**src/sv/cnis_pkg.sv**
```systemverilog
`timescale 1ns / 1ps

package cnis_pkg;

    // default widths of the depth and counter words
    localparam int DEPTH_WIDTH_DEF = 32;
    localparam int COUNT_WIDTH_DEF = 16;

    // configuration port index width
    localparam int CFG_INDEX_WIDTH = 4;

    // configuration register indexes
    localparam logic [CFG_INDEX_WIDTH-1:0] CFG_SMAX_DEPTH       = CFG_INDEX_WIDTH'(0);
    localparam logic [CFG_INDEX_WIDTH-1:0] CFG_REGEN_STEP_DEPTH = CFG_INDEX_WIDTH'(1);
    localparam logic [CFG_INDEX_WIDTH-1:0] CFG_EVENT_GAP_STEPS  = CFG_INDEX_WIDTH'(2);
    localparam logic [CFG_INDEX_WIDTH-1:0] CFG_MIN_PONDED_DEPTH = CFG_INDEX_WIDTH'(3);

    // register reset values
    localparam longint SMAX_RESET      = 64'd3495253;
    localparam longint REGEN_RESET     = 64'd347;
    localparam longint GAP_RESET       = 64'd605;
    localparam longint MIN_PONDED_RESET = 64'd168;

    // commands from the controller to the datapath
    typedef struct packed {
        logic load;      // latch the input beat
        logic prep;      // event bookkeeping and rain accumulation
        logic mul_lo;    // low partial product and divisor
        logic mul_hi;    // high partial product, divider load
        logic div_step;  // one quotient bit
        logic calc;      // step infiltration
        logic commit;    // state update and output load
    } t_cmd;

    // status from the datapath to the controller
    typedef struct packed {
        logic rain_nz;   // latched rain depth is nonzero
        logic div_last;  // final quotient bit this cycle
    } t_status;

endpackage

```
**src/sv/cnis_ctrl.sv**
```systemverilog
`timescale 1ns / 1ps

module cnis_ctrl (
    input  logic             i_clk,
    input  logic             i_rst_n,
    input  logic             i_in_valid,
    output logic             o_in_stall,
    output logic             o_out_valid,
    input  logic             i_out_stall,
    output logic             o_cfg_ready,
    input  cnis_pkg::t_status i_status,
    output cnis_pkg::t_cmd    o_cmd
);
    import cnis_pkg::*;

    typedef enum logic [6:0] {
        S_IDLE   = 7'b0000001,
        S_PREP   = 7'b0000010,
        S_MUL_LO = 7'b0000100,
        S_MUL_HI = 7'b0001000,
        S_DIV    = 7'b0010000,
        S_CALC   = 7'b0100000,
        S_COMMIT = 7'b1000000
    } t_state;

    t_state r_state, n_state;
    logic   r_out_valid;
    logic   w_out_free;

    // output slot is free when empty or being taken this cycle
    assign w_out_free = !r_out_valid || !i_out_stall;

    // next state and commands
    always_comb begin
        n_state = r_state;
        o_cmd   = '0;
        unique case (r_state)
            S_IDLE: begin
                o_cmd.load = i_in_valid;
                if (i_in_valid) n_state = S_PREP;
            end
            S_PREP: begin
                o_cmd.prep = 1'b1;
                n_state = i_status.rain_nz ? S_MUL_LO : S_CALC;
            end
            S_MUL_LO: begin
                o_cmd.mul_lo = 1'b1;
                n_state = S_MUL_HI;
            end
            S_MUL_HI: begin
                o_cmd.mul_hi = 1'b1;
                n_state = S_DIV;
            end
            S_DIV: begin
                o_cmd.div_step = 1'b1;
                if (i_status.div_last) n_state = S_CALC;
            end
            S_CALC: begin
                o_cmd.calc = 1'b1;
                n_state = S_COMMIT;
            end
            S_COMMIT: begin
                o_cmd.commit = w_out_free;
                if (w_out_free) n_state = S_IDLE;
            end
            default: begin
                n_state = S_IDLE;
            end
        endcase
    end

    // state register and output valid
    always_ff @(posedge i_clk) begin
        if (!i_rst_n) begin
            r_state     <= S_IDLE;
            r_out_valid <= 1'b0;
        end else begin
            r_state <= n_state;
            if (o_cmd.commit) begin
                r_out_valid <= 1'b1;
            end else if (!i_out_stall) begin
                r_out_valid <= 1'b0;
            end
        end
    end

    assign o_in_stall  = (r_state != S_IDLE);
    assign o_cfg_ready = (r_state == S_IDLE);
    assign o_out_valid = r_out_valid;

endmodule

```
**src/sv/cnis_dp.sv**
```systemverilog
`timescale 1ns / 1ps

module cnis_dp #(
    parameter int DEPTH_WIDTH = cnis_pkg::DEPTH_WIDTH_DEF,
    parameter int COUNT_WIDTH = cnis_pkg::COUNT_WIDTH_DEF
) (
    input  logic                                i_clk,
    input  logic                                i_rst_n,
    input  cnis_pkg::t_cmd                      i_cmd,
    output cnis_pkg::t_status                   o_status,
    input  logic [DEPTH_WIDTH-1:0]              i_rain_depth,
    input  logic [DEPTH_WIDTH-1:0]              i_ponded_depth,
    input  logic                                i_cfg_we,
    input  logic [cnis_pkg::CFG_INDEX_WIDTH-1:0] i_cfg_index,
    input  logic [DEPTH_WIDTH-1:0]              i_cfg_data,
    output logic [DEPTH_WIDTH-1:0]              o_infil_depth,
    output logic [DEPTH_WIDTH-1:0]              o_capacity_left
);
    import cnis_pkg::*;

    localparam int D       = DEPTH_WIDTH;
    localparam int HALF    = (D + 1) / 2;
    localparam int HI      = D - HALF;
    localparam int CNT_W   = $clog2(D);
    localparam logic [CNT_W-1:0] CNT_LAST = CNT_W'(D - 1);
    localparam logic [D-1:0]     DEPTH_MAX = {D{1'b1}};
    localparam logic [COUNT_WIDTH-1:0] DRY_MAX = {COUNT_WIDTH{1'b1}};

    // configuration registers
    logic [D-1:0]           r_smax, r_regen, r_minp;
    logic [COUNT_WIDTH-1:0] r_gap;

    // model state
    logic [D-1:0]           r_cap, r_er, r_ei, r_ec, r_li;
    logic [COUNT_WIDTH-1:0] r_dry;

    // working registers
    logic [D-1:0]     r_rain, r_ponded;
    logic [2*D-1:0]   r_prod;
    logic [D:0]       r_sum;
    logic [D:0]       r_rem;
    logic [D-1:0]     r_quo;
    logic [CNT_W-1:0] r_cnt;
    logic [D-1:0]     r_f1;
    logic             r_dry_inc;
    logic [D-1:0]     r_out_infil, r_out_cap;

    // prep step
    logic           w_new_event;
    logic [D-1:0]   w_er_base;
    logic [D:0]     w_er_sum;
    logic [D-1:0]   n_er;

    always_comb begin
        w_new_event = (r_dry >= r_gap);
        w_er_base   = w_new_event ? '0 : r_er;
        w_er_sum    = {1'b0, w_er_base} + {1'b0, r_rain};
        n_er        = w_er_sum[D] ? DEPTH_MAX : w_er_sum[D-1:0];
    end

    // partial products of event rain by event capacity
    logic [D+HALF-1:0] w_pp_lo;
    logic [D+HI-1:0]   w_pp_hi;
    logic [2*D-1:0]    w_prod;

    assign w_pp_lo = {{HALF{1'b0}}, r_er} * {{D{1'b0}}, r_ec[HALF-1:0]};
    assign w_pp_hi = {{HI{1'b0}}, r_er} * {{D{1'b0}}, r_ec[D-1:HALF]};
    assign w_prod  = r_prod + {w_pp_hi, {HALF{1'b0}}};

    // restoring divider step
    logic [D+1:0] w_trial;
    logic [D+1:0] w_diff;
    logic         w_qbit;

    assign w_trial = {r_rem, r_quo[D-1]};
    assign w_diff  = w_trial - {1'b0, r_sum};
    assign w_qbit  = (w_trial >= {1'b0, r_sum});

    // step infiltration before the state update
    logic [D-1:0] w_target;
    logic [D-1:0] n_f1;
    logic         n_dry_inc;
    logic [D:0]   w_avail;

    always_comb begin
        w_target  = (r_sum == '0) ? '0 : r_quo;
        n_f1      = '0;
        n_dry_inc = 1'b0;
        w_avail   = {1'b0, r_rain} + {1'b0, r_ponded};
        priority if (r_rain != '0) begin
            if (w_target > r_ei && r_cap != '0) n_f1 = w_target - r_ei;
        end else if (r_ponded > r_minp && r_cap != '0) begin
            n_f1 = (r_li < r_cap) ? r_li : r_cap;
        end else begin
            n_dry_inc = (r_dry != DRY_MAX);
        end
        if ({1'b0, n_f1} > w_avail) n_f1 = w_avail[D-1:0];
    end

    // state update at commit
    logic [D:0]   w_ei_sum, w_regen_sum;
    logic [D-1:0] n_ei, n_cap;

    always_comb begin
        w_ei_sum    = {1'b0, r_ei} + {1'b0, r_f1};
        w_regen_sum = {1'b0, r_cap} + {1'b0, r_regen};
        if (r_f1 != '0) begin
            n_ei  = w_ei_sum[D] ? DEPTH_MAX : w_ei_sum[D-1:0];
            n_cap = (r_cap > r_f1) ? (r_cap - r_f1) : '0;
        end else begin
            n_ei  = r_ei;
            n_cap = (w_regen_sum > {1'b0, r_smax}) ? r_smax : w_regen_sum[D-1:0];
        end
    end

    // configuration and model state
    always_ff @(posedge i_clk) begin
        if (!i_rst_n) begin
            r_smax  <= D'(SMAX_RESET);
            r_regen <= D'(REGEN_RESET);
            r_gap   <= COUNT_WIDTH'(GAP_RESET);
            r_minp  <= D'(MIN_PONDED_RESET);
            r_cap   <= D'(SMAX_RESET);
            r_er    <= '0;
            r_ei    <= '0;
            r_dry   <= '0;
            r_ec    <= D'(SMAX_RESET);
            r_li    <= '0;
            r_cnt   <= '0;
        end else begin
            if (i_cfg_we) begin
                unique case (i_cfg_index)
                    CFG_SMAX_DEPTH: begin
                        r_smax <= i_cfg_data;
                        r_cap  <= i_cfg_data;
                        r_er   <= '0;
                        r_ei   <= '0;
                        r_dry  <= '0;
                        r_ec   <= i_cfg_data;
                        r_li   <= '0;
                    end
                    CFG_REGEN_STEP_DEPTH: r_regen <= i_cfg_data;
                    CFG_EVENT_GAP_STEPS:  r_gap   <= i_cfg_data[COUNT_WIDTH-1:0];
                    CFG_MIN_PONDED_DEPTH: r_minp  <= i_cfg_data;
                    default: begin
                    end
                endcase
            end
            // event opening and rain accumulation
            if (i_cmd.prep && r_rain != '0) begin
                r_er  <= n_er;
                r_dry <= '0;
                if (w_new_event) begin
                    r_ei <= '0;
                    r_li <= '0;
                    r_ec <= r_cap;
                end
            end
            // divider bit counter
            if (i_cmd.mul_hi) begin
                r_cnt <= '0;
            end else if (i_cmd.div_step) begin
                r_cnt <= r_cnt + CNT_W'(1);
            end
            // end of step
            if (i_cmd.commit) begin
                r_ei  <= n_ei;
                r_cap <= n_cap;
                r_li  <= r_f1;
                if (r_dry_inc) r_dry <= r_dry + COUNT_WIDTH'(1);
            end
        end
    end

    // working registers
    always_ff @(posedge i_clk) begin
        if (i_cmd.load) begin
            r_rain   <= i_rain_depth;
            r_ponded <= i_ponded_depth;
        end
        if (i_cmd.mul_lo) begin
            r_prod <= {{HI{1'b0}}, w_pp_lo};
            r_sum  <= {1'b0, r_er} + {1'b0, r_ec};
        end
        if (i_cmd.mul_hi) begin
            r_rem <= {1'b0, w_prod[2*D-1:D]};
            r_quo <= w_prod[D-1:0];
        end else if (i_cmd.div_step) begin
            r_rem <= w_qbit ? w_diff[D:0] : w_trial[D:0];
            r_quo <= {r_quo[D-2:0], w_qbit};
        end
        if (i_cmd.calc) begin
            r_f1      <= n_f1;
            r_dry_inc <= n_dry_inc;
        end
        if (i_cmd.commit) begin
            r_out_infil <= r_f1;
            r_out_cap   <= n_cap;
        end
    end

    assign o_status.rain_nz  = (r_rain != '0);
    assign o_status.div_last = (r_cnt == CNT_LAST);
    assign o_infil_depth     = r_out_infil;
    assign o_capacity_left   = r_out_cap;

endmodule

```
**src/sv/curve_number_infiltration_step_core.sv**
```systemverilog
`timescale 1ns / 1ps

// Curve-number infiltration, one time step per beat. An input beat carries the
// step's rain and ponded depths (unsigned, 24 fraction bits); one output beat
// returns the infiltrated depth and the retention capacity left. A new beat is
// taken only once the step before it has committed. In a rainy step the partial
// products of event rain and event capacity are formed in the mul_lo and mul_hi
// states, then a restoring divider yields one quotient bit per cycle. A step
// without rain skips the products and the divider. A finished result waits in the
// output register, so the next beat is accepted while it is held; the block only
// waits at the end of a step if that register is full and stalled. Configuration is
// taken while no step is in progress; writing smax_depth restarts the event state.
module curve_number_infiltration_step_core #(
    parameter int DEPTH_WIDTH = cnis_pkg::DEPTH_WIDTH_DEF,
    parameter int COUNT_WIDTH = cnis_pkg::COUNT_WIDTH_DEF
) (
    input  logic                                 i_clk,
    input  logic                                 i_rst_n,
    input  logic                                 i_in_valid,
    output logic                                 o_in_stall,
    input  logic [DEPTH_WIDTH-1:0]               i_rain_depth,
    input  logic [DEPTH_WIDTH-1:0]               i_ponded_depth,
    output logic                                 o_out_valid,
    input  logic                                 i_out_stall,
    output logic [DEPTH_WIDTH-1:0]               o_infil_depth,
    output logic [DEPTH_WIDTH-1:0]               o_capacity_left,
    input  logic                                 i_cfg_valid,
    output logic                                 o_cfg_ready,
    input  logic [cnis_pkg::CFG_INDEX_WIDTH-1:0] i_cfg_index,
    input  logic [DEPTH_WIDTH-1:0]               i_cfg_data
);
    import cnis_pkg::*;

    t_cmd    w_cmd;
    t_status w_status;
    logic    w_cfg_we;

    assign w_cfg_we = i_cfg_valid && o_cfg_ready;

    // step sequencer
    cnis_ctrl u_ctrl (
        .i_clk       (i_clk),
        .i_rst_n     (i_rst_n),
        .i_in_valid  (i_in_valid),
        .o_in_stall  (o_in_stall),
        .o_out_valid (o_out_valid),
        .i_out_stall (i_out_stall),
        .o_cfg_ready (o_cfg_ready),
        .i_status    (w_status),
        .o_cmd       (w_cmd)
    );

    // arithmetic and state
    cnis_dp #(
        .DEPTH_WIDTH (DEPTH_WIDTH),
        .COUNT_WIDTH (COUNT_WIDTH)
    ) u_dp (
        .i_clk           (i_clk),
        .i_rst_n         (i_rst_n),
        .i_cmd           (w_cmd),
        .o_status        (w_status),
        .i_rain_depth    (i_rain_depth),
        .i_ponded_depth  (i_ponded_depth),
        .i_cfg_we        (w_cfg_we),
        .i_cfg_index     (i_cfg_index),
        .i_cfg_data      (i_cfg_data),
        .o_infil_depth   (o_infil_depth),
        .o_capacity_left (o_capacity_left)
    );

endmodule

```
**config.mk**
```make
export PLATFORM = sky130hd
export DESIGN_NAME = curve_number_infiltration_step_core
export DESIGN_NICKNAME = d
export VERILOG_FILES = /design/src/sv/cnis_pkg.sv /design/src/sv/cnis_ctrl.sv /design/src/sv/cnis_dp.sv /design/src/sv/curve_number_infiltration_step_core.sv
export SDC_FILE = /design/constraint.sdc
export NUM_CORES = 2
export LEC_CHECK = 0
export ABC_AREA = 1
export BUFFER_PORTS_ARGS = -buffer_cell sky130_fd_sc_hd__buf_2
export CAP_MARGIN = 5
export CELL_PAD_IN_SITES_DETAIL_PLACEMENT = 1
export CELL_PAD_IN_SITES_GLOBAL_PLACEMENT = 2
export CORE_MARGIN = 4
export CORE_UTILIZATION = 42
export CTS_CLUSTER_SIZE = 28
export DETAILED_ROUTE_END_ITERATION = 10
export GPL_ROUTABILITY_DRIVEN = 0
export MAX_ROUTING_LAYER = met4
export PLACE_DENSITY = 0.87
export REMOVE_ABC_BUFFERS = 1
export SLEW_MARGIN = 15
export SYNTH_ARGS = -nofsm -noshare
export SYNTH_HDL_FRONTEND = slang
export SYNTH_SLANG_ARGS = --single-unit
export TNS_END_PERCENT = 30
```
**constraint.sdc**
```tcl
create_clock -name i_clk -period 20.9 [get_ports i_clk]
set_input_delay 3.135 -clock i_clk [delete_from_list [all_inputs] [get_ports i_clk]]
set_output_delay 3.135 -clock i_clk [all_outputs]
set_load 0.1 [all_outputs]
```
==> flow_metrics.py <==
metrics = {
    "clocking": {
        "clk_latency_ps": 740,
        "cts_tree": "built",
        "cts_post_setup_buffers_inserted": 0,
        "cts_hold_buf": 0,
        "root_buffer": "clkbuf_16",
        "clock_sinks": 608,
        "clock_path_buffers": 3,
        "clk_pin_slew_ps": 70,
        "cts_resized": 0,
        "htree_levels": 3,
        "cts_made_buffers": 80,
    },
    "sta": {
        "rsz0062_at_grt": "false",
        "tns_ps": 0,
        "fin_crit_sh": 0.415,
        "hold_violations": 0,
        "setup_violations": 0,
        "finClkSkew_ps": 53.1,
        "slew_viol_final": 0,
        "worstMarginPinSlew_ps": 1300,
        "max_slew_margin": 0.128,
        "fin_crit_ps": 8670,
        "setup_slack_ps": 12230,
        "fmax_ghz": 0.115,
        "whs_ps": 460,
    },
    "final_layout": {
        "fin_util": 0.457,
        "nets": 12400,
        "mostFrequentLayoutCells": "2840 x nand2_1, 2152 x inv_1, 845 x fa_1",
        "layout_commonest_cell": "nand2_1",
        "area_growth_pct": 7.71,
        "finalNonFillerCells": 13300,
        "largestRegisters": "u_dp.r_prod x48, u_dp.r_rem x33, u_dp.r_sum x33",
        "largest_reg_flops": 48,
        "drive_above_1_share": 0.0487,
        "top_register": "u_dp.r_prod",
    },
    "place": {
        "dp_hpwl_um": 264000,
        "placed_cells": 13200,
        "portBuffers": 171,
        "place_ws_ps": 12470,
    },
    "yosys": {
        "ys.flop_type": "edfxtp_1",
        "ys_ff_latch": 608,
        "synth_top_family_by_area": "adder cells",
        "synth_area_um2": 78900,
        "synthAdderAreaFrac": 0.322,
        "async_flop_share": 0,
        "synth-compound-area-share": 0.107,
        "seq_area_frac_synth": 0.193,
        "syn_area_per_cell_um2": 7.31,
        "ys_types": 65,
        "synth-xor-area-share": 0.0290,
        "synth.mux.area_fraction": 0,
        "synth-simple-area-share": 0.226,
        "synth_cells": 10800,
        "ys_warn_count": 0,
        "synth-edff-count": 306,
    },
    "global_routing": {
        "antenna_found_initial": 19,
        "grt.total_usage": 0.342,
        "grt_pass1_vias": 78200,
        "grt.overflow.total": 0,
        "grt_max_degree": 90,
        "grt_pass1_wl_um": 488000,
    },
    "floorplanning": {
        "pin_count": 172,
        "start_util": 0.424,
        "core_um2": 186000,
        "die_h_um": 441,
        "dieWidth_um": 441,
        "die-area_um2": 195000,
        "rows": 158,
    },
    "pwr": {
        "p_per_area_nw_per_um2": 43.5,
        "seqPwrFrac": 0.354,
        "power.net_switching_mw": 1.29,
        "vdd_drop_max_mv": 0.0579,
        "leakagePower_nw": 42.2,
        "power.share.clock": 0.404,
        "comb_power_share": 0.242,
        "switching_share": 0.350,
        "internal-power_mw": 2.40,
    },
    "worst_hold_path": {
        "worstHoldEndpoint": "u_dp.r_minp[8]",
        "worstHoldStart": "u_dp.r_minp[8]",
        "hold_path_depth": 2,
        "min_path_type": "reg2reg",
    },
    "worst_setup_path": {
        "max_stage_delay_ps": 790,
        "end_kind": "flop",
        "worst_ep_arrival_time_ps": 9130,
        "r2r_start": "u_dp.r_ec[17]",
        "crit_path_start_kind": "flop",
        "path_common_cell": "nand2_1",
        "slowest_stage": "dfxtp_1",
        "r2r_cells": 33,
        "rrSetupSlack_ps": 12230,
        "r2r-end": "u_dp.r_rem[31]",
        "worstPathMaxFanout": 19,
        "timing_worst_setup_path_type": "reg2reg",
        "crit_required_ps": 21360,
    },
    "route": {
        "drtAntennaViolNets": 0,
        "post-route-drc-count": 0,
        "via_count": 74500,
        "wl_per_cell_um": 24.4,
        "viasPerCell": 5.60,
        "wl_um": 325000,
        "drt_pass1_iterations": 6,
        "drt_iter0_drc": 6180,
    },
    "job": {
        "drv_cap": 0,
    },
    "run_status": {
        "status": "finished, final reports clean",
    },
}
through the flow:
step | total power [mW] | instance area [um2]
6_report | 3.70 | 85000
5_1_grt | 3.84 | 85000
3_5_place_dp | 2.19 | 82200
3_3_place_gp | 2.16 | 82200
2_1_floorplan | 1.83 | 77300
4_1_cts | 3.69 | 84900
power groups by stage:
stage                     Combinational (mW)  Clock, mW  Sequential [mW]
after floorplan                        0.500          0             1.33
after global placement                 0.830          0             1.33
after detailed placement               0.858          0             1.33
after CTS                              0.864       1.52             1.31
after global routing                   0.973       1.56             1.31
final                                  0.895       1.49             1.31
how the worst max path moves through the flow:
stage	cells after the start	from	endpoint	slack, ps
2_1_floorplan	28	u_dp.r_sum[1]	u_dp.r_f1[0]	12420
3_3_place_gp	28	u_dp.r_sum[1]	u_dp.r_f1[5]	12610
3_5_place_dp	30	u_dp.r_sum[30]	u_dp.r_f1[5]	12470
4_1_cts	32	u_dp.r_ec[17]	u_dp.r_rem[29]	12430
5_1_grt	32	u_dp.r_ec[17]	u_dp.r_rem[29]	11810
6_report	33	u_dp.r_ec[17]	u_dp.r_rem[31]	12230
kinds of logic after synthesis:
kind of cell | Yosys count
buffers and inverters | 2570
AOI/OAI and AO/OA | 1510
DFF | 608
xor gates and xnor gates | 261
and+or+nand+nor | 4324
adders and majority gates | 1523
cells in the mapped netlist, types with 6 or more instances:
cell	number	area, um2
buf_1	14	52.6
or2_2	40	250
o21ai_0	395	1980
ha_1	678	8480
inv_1	2154	8090
fa_1	845	16900
nand3b_1	68	510
nor3_1	73	365
a211oi_1	21	158
o21a_1	30	225
nand2_1	2842	10700
buf_4	9	67.6
a21oi_1	739	3700
nor2_2	6	37.5
inv_2	18	67.6
o221ai_1	7	61.3
xor2_1	170	1490
a221oi_1	11	96.3
o211ai_1	86	646
o21ai_1	33	165
nand2_2	13	81.3
dfxtp_1	302	6050
edfxtp_1	306	9190
nor2_1	626	2350
and3_1	8	50.1
nor4_1	44	275
xnor2_1	91	797
buf_2	31	155
clkbuf_1	343	1290
o22ai_1	6	37.5
nand3_1	494	2470
o21bai_1	42	315
a21boi_0	14	105
a21o_1	47	353
nand4_1	89	557
a31oi_1	43	269
layout make-up:
class / count / area, um2
Fill cell: 23500 / 101000
Tap cell: 2480 / 3100
Clock inverter: 49 / 602
Antenna cell: 5 / 12.5
Sequential cell: 608 / 15200
Multi-Input combinational cell: 7618 / 54000
Inverter: 2173 / 8160
Clock buffer: 100 / 2180
Timing Repair Buffer: 276 / 1650
metal layers:
metal / part of all wire / GRT usage / up-vias / routed length [um]
li1: - / - / 33700 / -
met1: 0.45 / 0.466 / 37900 / 145000
met2: 0.44 / 0.512 / 2481 / 141000
met3: 0.081 / 0.0655 / 466 / 26400
met4: 0.037 / 0.110 / 0 / 12200
met5: 0 / - / - / 0
critical path: cells and delay by family (launching register included):
family,cells,cell delay (ps)
compound gates,5,970
xor+xnor,1,310
fa+ha+maj,8,3770
buf+inv,5,700
flops,1,790
simple gates,14,1810
(Power assumes the default switching activity.)
